--- src/rtl/core/ocs_pkg.sv ---
// Shared types and constants for the overlap crossfade stitcher.
// No dependencies; every other file of the block but ocs_ram refers to this package.
package ocs_pkg;

	localparam int CHANNELS = 2;
	localparam int SAMPLE_W = 16;
	localparam int FRAME_W  = CHANNELS * SAMPLE_W;
	localparam int CFG_W    = 13;
	localparam int QW       = 17; // quotient bits of the blend divide
	localparam int QCW      = $clog2(QW);

	localparam logic [CFG_W-1:0] OVERLAP_RESET = 13'd4096;

	localparam logic [QW-1:0] Q_POS_MAX = 17'd32767;
	localparam logic [QW-1:0] Q_NEG_MAX = 17'd32768;
	localparam logic signed [SAMPLE_W-1:0] SAT_HI = 16'sh7FFF;
	localparam logic signed [SAMPLE_W-1:0] SAT_LO = 16'sh8000;

	localparam logic FUNC_FRAME = 1'b0;
	localparam logic FUNC_DRAIN = 1'b1;

	typedef enum logic [2:0] {
		S_IDLE,
		S_DECIDE,
		S_RDWAIT,
		S_BLEND0,
		S_BLEND1,
		S_WRITE,
		S_EMIT
	} state_t;

	typedef enum logic [1:0] {
		M_DRAIN,
		M_BLEND,
		M_SWAP,
		M_PUSH
	} mode_t;

	typedef enum logic [2:0] {
		BL_IDLE,
		BL_MUL1,
		BL_MUL2,
		BL_PREP,
		BL_DIV,
		BL_FIN
	} bl_state_t;

	// handshake between the sequencer and the blend unit
	typedef struct packed {
		logic start;
		logic ch_sel;
	} bl_ctl_t;

endpackage

--- src/rtl/core/ocs_blend.sv ---
// Serial blend unit: (nw*idx + old*(p-idx)) / p, rounded half away from zero.
// One shared multiplier in states BL_MUL1 and BL_MUL2, then a restoring divide, one bit a cycle.
// Depends on ocs_pkg.
module ocs_blend #(
	parameter int PW = 13
) (
	input  logic                                 clk,
	input  logic                                 arst_n,
	input  logic                                 start,
	input  logic signed [ocs_pkg::SAMPLE_W-1:0]  nw,
	input  logic signed [ocs_pkg::SAMPLE_W-1:0]  old,
	input  logic [PW-1:0]                        idx,
	input  logic [PW-1:0]                        p,
	output logic                                 done,
	output logic signed [ocs_pkg::SAMPLE_W-1:0]  res
);

	localparam int AWD = PW + 18; // accumulator / dividend width
	localparam int DW  = PW + 1;  // divisor 2p
	localparam int RW  = PW + 2;  // partial remainder with shifted-in bit

	ocs_pkg::bl_state_t st_q, st_d;

	logic signed [ocs_pkg::SAMPLE_W-1:0] nw_q, old_q;
	logic [PW-1:0]                       idx_q, p_q;
	logic signed [AWD-1:0]               acc_q;
	logic                                neg_q;
	logic [RW-1:0]                       rem_q;
	logic [ocs_pkg::QW-1:0]              nq_q;
	logic [ocs_pkg::QCW-1:0]             cnt_q;

	logic signed [ocs_pkg::SAMPLE_W-1:0] mul_a;
	logic [PW-1:0]                       mul_b;
	logic signed [AWD-1:0]               prod;
	logic [AWD-1:0]                      mag;
	logic [AWD-1:0]                      dvd;
	logic [DW-1:0]                       dvs;
	logic [RW-1:0]                       trial;
	logic                                ge;

	assign mul_a = (st_q == ocs_pkg::BL_MUL1) ? old_q : nw_q;
	assign mul_b = (st_q == ocs_pkg::BL_MUL1) ? (p_q - idx_q) : idx_q;
	assign prod  = AWD'($signed({mul_a[ocs_pkg::SAMPLE_W-1], mul_a}))
		* AWD'($signed({1'b0, mul_b}));

	assign mag   = acc_q[AWD-1] ? AWD'(-acc_q) : AWD'(acc_q);
	assign dvd   = (mag << 1) + AWD'(p_q);
	assign dvs   = {p_q, 1'b0};
	assign trial = {rem_q[RW-2:0], nq_q[ocs_pkg::QW-1]};
	assign ge    = trial >= RW'(dvs);

	always_ff @(posedge clk or negedge arst_n) begin
		if (!arst_n) begin
			st_q <= ocs_pkg::BL_IDLE;
		end else begin
			st_q <= st_d;
		end
	end

	always_comb begin
		st_d = st_q;
		done = 1'b0;
		unique case (st_q)
			ocs_pkg::BL_IDLE: begin
				if (start) st_d = ocs_pkg::BL_MUL1;
			end
			ocs_pkg::BL_MUL1: st_d = ocs_pkg::BL_MUL2;
			ocs_pkg::BL_MUL2: st_d = ocs_pkg::BL_PREP;
			ocs_pkg::BL_PREP: st_d = ocs_pkg::BL_DIV;
			ocs_pkg::BL_DIV: begin
				if (cnt_q == '0) st_d = ocs_pkg::BL_FIN;
			end
			ocs_pkg::BL_FIN: begin
				done = 1'b1;
				st_d = start ? ocs_pkg::BL_MUL1 : ocs_pkg::BL_IDLE;
			end
			default: st_d = ocs_pkg::BL_IDLE;
		endcase
	end

	always_ff @(posedge clk) begin
		if (start && (st_q == ocs_pkg::BL_IDLE || st_q == ocs_pkg::BL_FIN)) begin
			nw_q  <= nw;
			old_q <= old;
			idx_q <= idx;
			p_q   <= p;
		end
		case (st_q)
			ocs_pkg::BL_MUL1: acc_q <= prod;
			ocs_pkg::BL_MUL2: acc_q <= acc_q + prod;
			ocs_pkg::BL_PREP: begin
				neg_q <= acc_q[AWD-1];
				// dividend < 2p * 2^QW, so the top part is already below the divisor
				rem_q <= RW'(dvd >> ocs_pkg::QW);
				nq_q  <= dvd[ocs_pkg::QW-1:0];
				cnt_q <= ocs_pkg::QCW'(ocs_pkg::QW - 1);
			end
			ocs_pkg::BL_DIV: begin
				rem_q <= ge ? (trial - RW'(dvs)) : trial;
				nq_q  <= {nq_q[ocs_pkg::QW-2:0], ge};
				cnt_q <= cnt_q - 1'b1;
			end
			default: ;
		endcase
	end

	always_comb begin
		if (neg_q) begin
			res = (nq_q > ocs_pkg::Q_NEG_MAX) ? ocs_pkg::SAT_LO
				: ocs_pkg::SAMPLE_W'(-nq_q);
		end else begin
			res = (nq_q > ocs_pkg::Q_POS_MAX) ? ocs_pkg::SAT_HI
				: ocs_pkg::SAMPLE_W'(nq_q);
		end
	end

endmodule

--- config.mk ---
export PLATFORM = sky130hd
export DESIGN_NAME = ocs_blend
export DESIGN_NICKNAME = d
export VERILOG_FILES = /design/src/rtl/core/ocs_pkg.sv /design/src/rtl/core/ocs_blend.sv
export SDC_FILE = /design/constraint.sdc
export NUM_CORES = 1
export LEC_CHECK = 0
export BUFFER_PORTS_ARGS = -buffer_cell sky130_fd_sc_hd__buf_4
export CAP_MARGIN = 20
export CORE_UTILIZATION = 49
export CTS_BUF_LIST = sky130_fd_sc_hd__clkbuf_4
export DETAILED_ROUTE_END_ITERATION = 12
export MAX_ROUTING_LAYER = met4
export PLACE_DENSITY = 0.66
export SETUP_SLACK_MARGIN = 0.2
export SYNTH_ARGS = -nofsm -noshare
export SYNTH_HDL_FRONTEND = slang
export SYNTH_SLANG_ARGS = --single-unit
--- constraint.sdc ---
create_clock -name clk -period 11.3 [get_ports clk]
set_input_delay 0 -clock clk [delete_from_list [all_inputs] [get_ports clk]]
set_output_delay 0 -clock clk [all_outputs]
set_load 0.03 [all_outputs]
==> flow_metrics.py <==
metrics = {
    "placement": {
        "gp_congestion": 0.910,
        "dp_slack_ns": 0.765,
        "portBuffers": 77,
        "dpl.hpwl_um": 36400,
    },
    "critical_path": {
        "crit_fanout": 11,
        "crit_arrival_ns": 10.84,
        "critPathKind": "flop to flop",
        "cpMostUsedCell": "fa_1",
        "cp_data_required_time_ns": 11.67,
        "slowest_stage": "fa_1",
        "start_kind": "flop",
        "slowest_delay_ns": 0.55,
        "endpoint_kind": "flop",
    },
    "finish": {
        "postLayoutCoreUtil_pct": 55.9,
        "multi_input_comb_area_sq_um": 12900,
        "fill_cells": 3290,
        "fin_nets": 2561,
        "drive_gt1_share_pct": 7.96,
        "seq_area_sq_um": 3860,
        "area_growth_pct": 11.4,
    },
    "route": {
        "route.detailed.drc": 0,
        "wirelength_um": 45900,
        "drt-pass1-iter-count": 5,
        "ant_nets": 0,
        "drtIter0Drc": 997,
        "drt-wirelength-per-cell_um": 17.5,
        "vias_per_cell": 5.66,
        "num_vias": 14900,
    },
    "sta": {
        "fin_hold_ws_ns": 0.0958,
        "final.setup.worst_slack_ns": 0.827,
        "slew_viol_final": 0,
        "hold_violations": 0,
        "final.setup.tns_ns": 0,
        "tightestPinTransition_ns": 1.01,
        "setup_viol": 0,
        "rsz0062_at_grt": "no",
        "fin_crit_sh_pct": 92.7,
        "fmax_mhz": 95.5,
        "min_period_ns": 10.47,
        "relSlewSlack_pct": 32.1,
        "finalClockSkew_ns": 0.0275,
    },
    "synthesis": {
        "syn-num-nets": 2437,
        "synth_top_area_share_pct": 22.9,
        "syn_avg_cell_area_sq_um": 8.90,
        "synth_cell_types": 77,
        "ys_ff_latch": 129,
        "async_flop_share_pct": 2.33,
        "synth_largest_area_cell": "fa_1",
        "synth_edf_count": 126,
        "yosysSeqAreaShare_pct": 21.4,
        "synthCells": 2023,
        "synth_top_cells_by_area": "fa_1, edfxtp_1, ha_1",
        "synth_ff_type": "edfxtp_1",
        "yosysWarnings": 0,
        "synth_area_sq_um": 18000,
    },
    "clock_network": {
        "htree_levels": 4,
        "clkTransAtPathRegs_ns": 0.15,
        "cts_tree": "yes",
        "postCtsSetupBuffers": 0,
        "cts_made_buffers": 17,
        "cts_root_buffer": "clkbuf_4",
        "clock-sinks": 129,
        "clkLatencyLatePin_ns": 0.62,
        "cts.path.max_buffers": 2,
    },
    "grt": {
        "overflow": 0,
        "antenna_found_initial": 2,
        "grt_pass1_vias": 15100,
        "grt_pass1_wl_um": 77300,
        "gr-usage-all-layers_pct": 26.5,
        "grt_max_degree": 59,
    },
    "die": {
        "start_util_pct": 50.2,
        "ios": 78,
        "dieWidth_um": 194,
        "rows": 69,
        "die_h_um": 194,
        "dieArea_sq_um": 37500,
        "core_region_area_sq_um": 35900,
    },
    "status": {
        "status": "finished, final reports clean",
    },
    "min_path": {
        "worstHoldPathType": "primary input to flop",
    },
    "flow_run": {
        "max_cap_viol_count": 0,
    },
}
==> state kept, by name (all words and copies together), names as in the netlist <==
register / flops
idx_q: 13
nq_q: 17
rem_q: 14
old_q: 16
nw_q: 16
st_q: 3
p_q: 13
neg_q: 1
acc_q: 31
cnt_q: 5
==> cells by family (layout without fill, tap and decap cells) <==
| kind of cell | count (synthesis) | count (layout) | synth area share [%] |
|---|---|---|---|
| compound gates | 384 | 384 | 13.8 |
| fa+ha+maj | 353 | 353 | 33.1 |
| buf+inv | 341 | 478 | 7.19 |
| simple gates | 667 | 667 | 17.0 |
| mux | 27 | 27 | 1.53 |
| other cells | 0 | 2 | 0 |
| flops | 129 | 129 | 21.4 |
| xor+xnor | 122 | 122 | 5.97 |
==> metrics by stage <==
stage	area, sq um	instances
3_3_place_gp	19100	2527
4_1_cts	20000	2620
2_1_floorplan	18000	2023
3_5_place_dp	19100	2527
5_1_grt	20100	2623
6_report	20100	2623
==> path summary, 6_finish.rpt <==
kind | slack [ns] | to | cells after the start | from
worst max-delay path | 0.83 | acc_q[30] | 40 | idx_q[0]
worst min-delay path | 0.1 | nw_q[1] | 2 | nw[1]
worst max register to register | 0.83 | acc_q[30] | 40 | idx_q[0]
worst min register to register | 0.60 | cnt_q[0] | 1 | cnt_q[0]
max in group asynchronous | 10.88 | st_q[1] | 3 | arst_n
min in group asynchronous | 0.26 | st_q[2] | 3 | arst_n
==> cell usage in the layout, fill, tap and decap left out, types with 35 or more instances in the layout <==
cell           synthesis  final
edfxtp_1             126    126
fa_1                 206    206
a21o_1                36     35
nand2_1              301    301
xnor2_1               76     75
dlygate4sd3_1          0     61
a21oi_1               95     93
nor2_1               152    151
buf_4                  0    101
xor2_1                45     45
inv_1                284    284
o21ai_0              100    100
ha_1                 147    147
==> metal layers <==
layer	global-route usage [%]	part of all wire, %	up-vias
met5	-	0	-
met4	6.84	2.1	0
met3	3.83	5.3	55
met2	44.1	48	383
met1	34.0	44	7350
li1	-	-	7065
==> worst max-delay path, delay by kind of cell (launching register included) <==
kind	cells	cell delay (ns)
xor gates and xnor gates	2	0.44
buffers and inverters	3	0.14
AOI/OAI and AO/OA	14	2.87
DFF	1	0.43
muxes	1	0.17
adders and majority gates	10	4.38
and+or+nand+nor	10	1.77
==> repair_timing <==
action / in CTS / in global routing
gates resized for setup: 0 / 4
endpoints found under the hold margin: 62 / 0
hold buffers: 61 / 0
endpoints found under the setup margin: 0 / 2
==> synth_stat cells (9+ instances only) <==
master	n
nor4_1	12
edfxtp_1	126
ha_1	147
a21oi_1	95
inv_1	284
fa_1	206
o31ai_1	12
or3_1	18
o311ai_0	12
nor2_1	152
o21ai_0	100
and2_1	23
mux2i_1	22
o21a_1	13
nor3_1	34
o211ai_1	10
nand4_1	11
and3_1	9
a211oi_1	17
clkbuf_1	50
a21o_1	36
nand2b_1	25
xor2_1	45
xnor2_1	76
nand2_1	301
nand3_1	30
nor2b_1	16
a31oi_1	10
a211o_1	10
==> area by class of cell <==
type | instances | area share (%)
antenna | 2 | 0.0249
clock buffer | 20 | 0.748
clock inverter | 12 | 0.673
inverter | 284 | 5.31
multi-input combinational | 1553 | 64.3
sequential | 129 | 19.2
tap | 461 | 2.87
timing repair buffer | 162 | 6.82
Power is not shown: default switching activity piles up to over one toggle a cycle in this logic, so the estimate is an artifact.
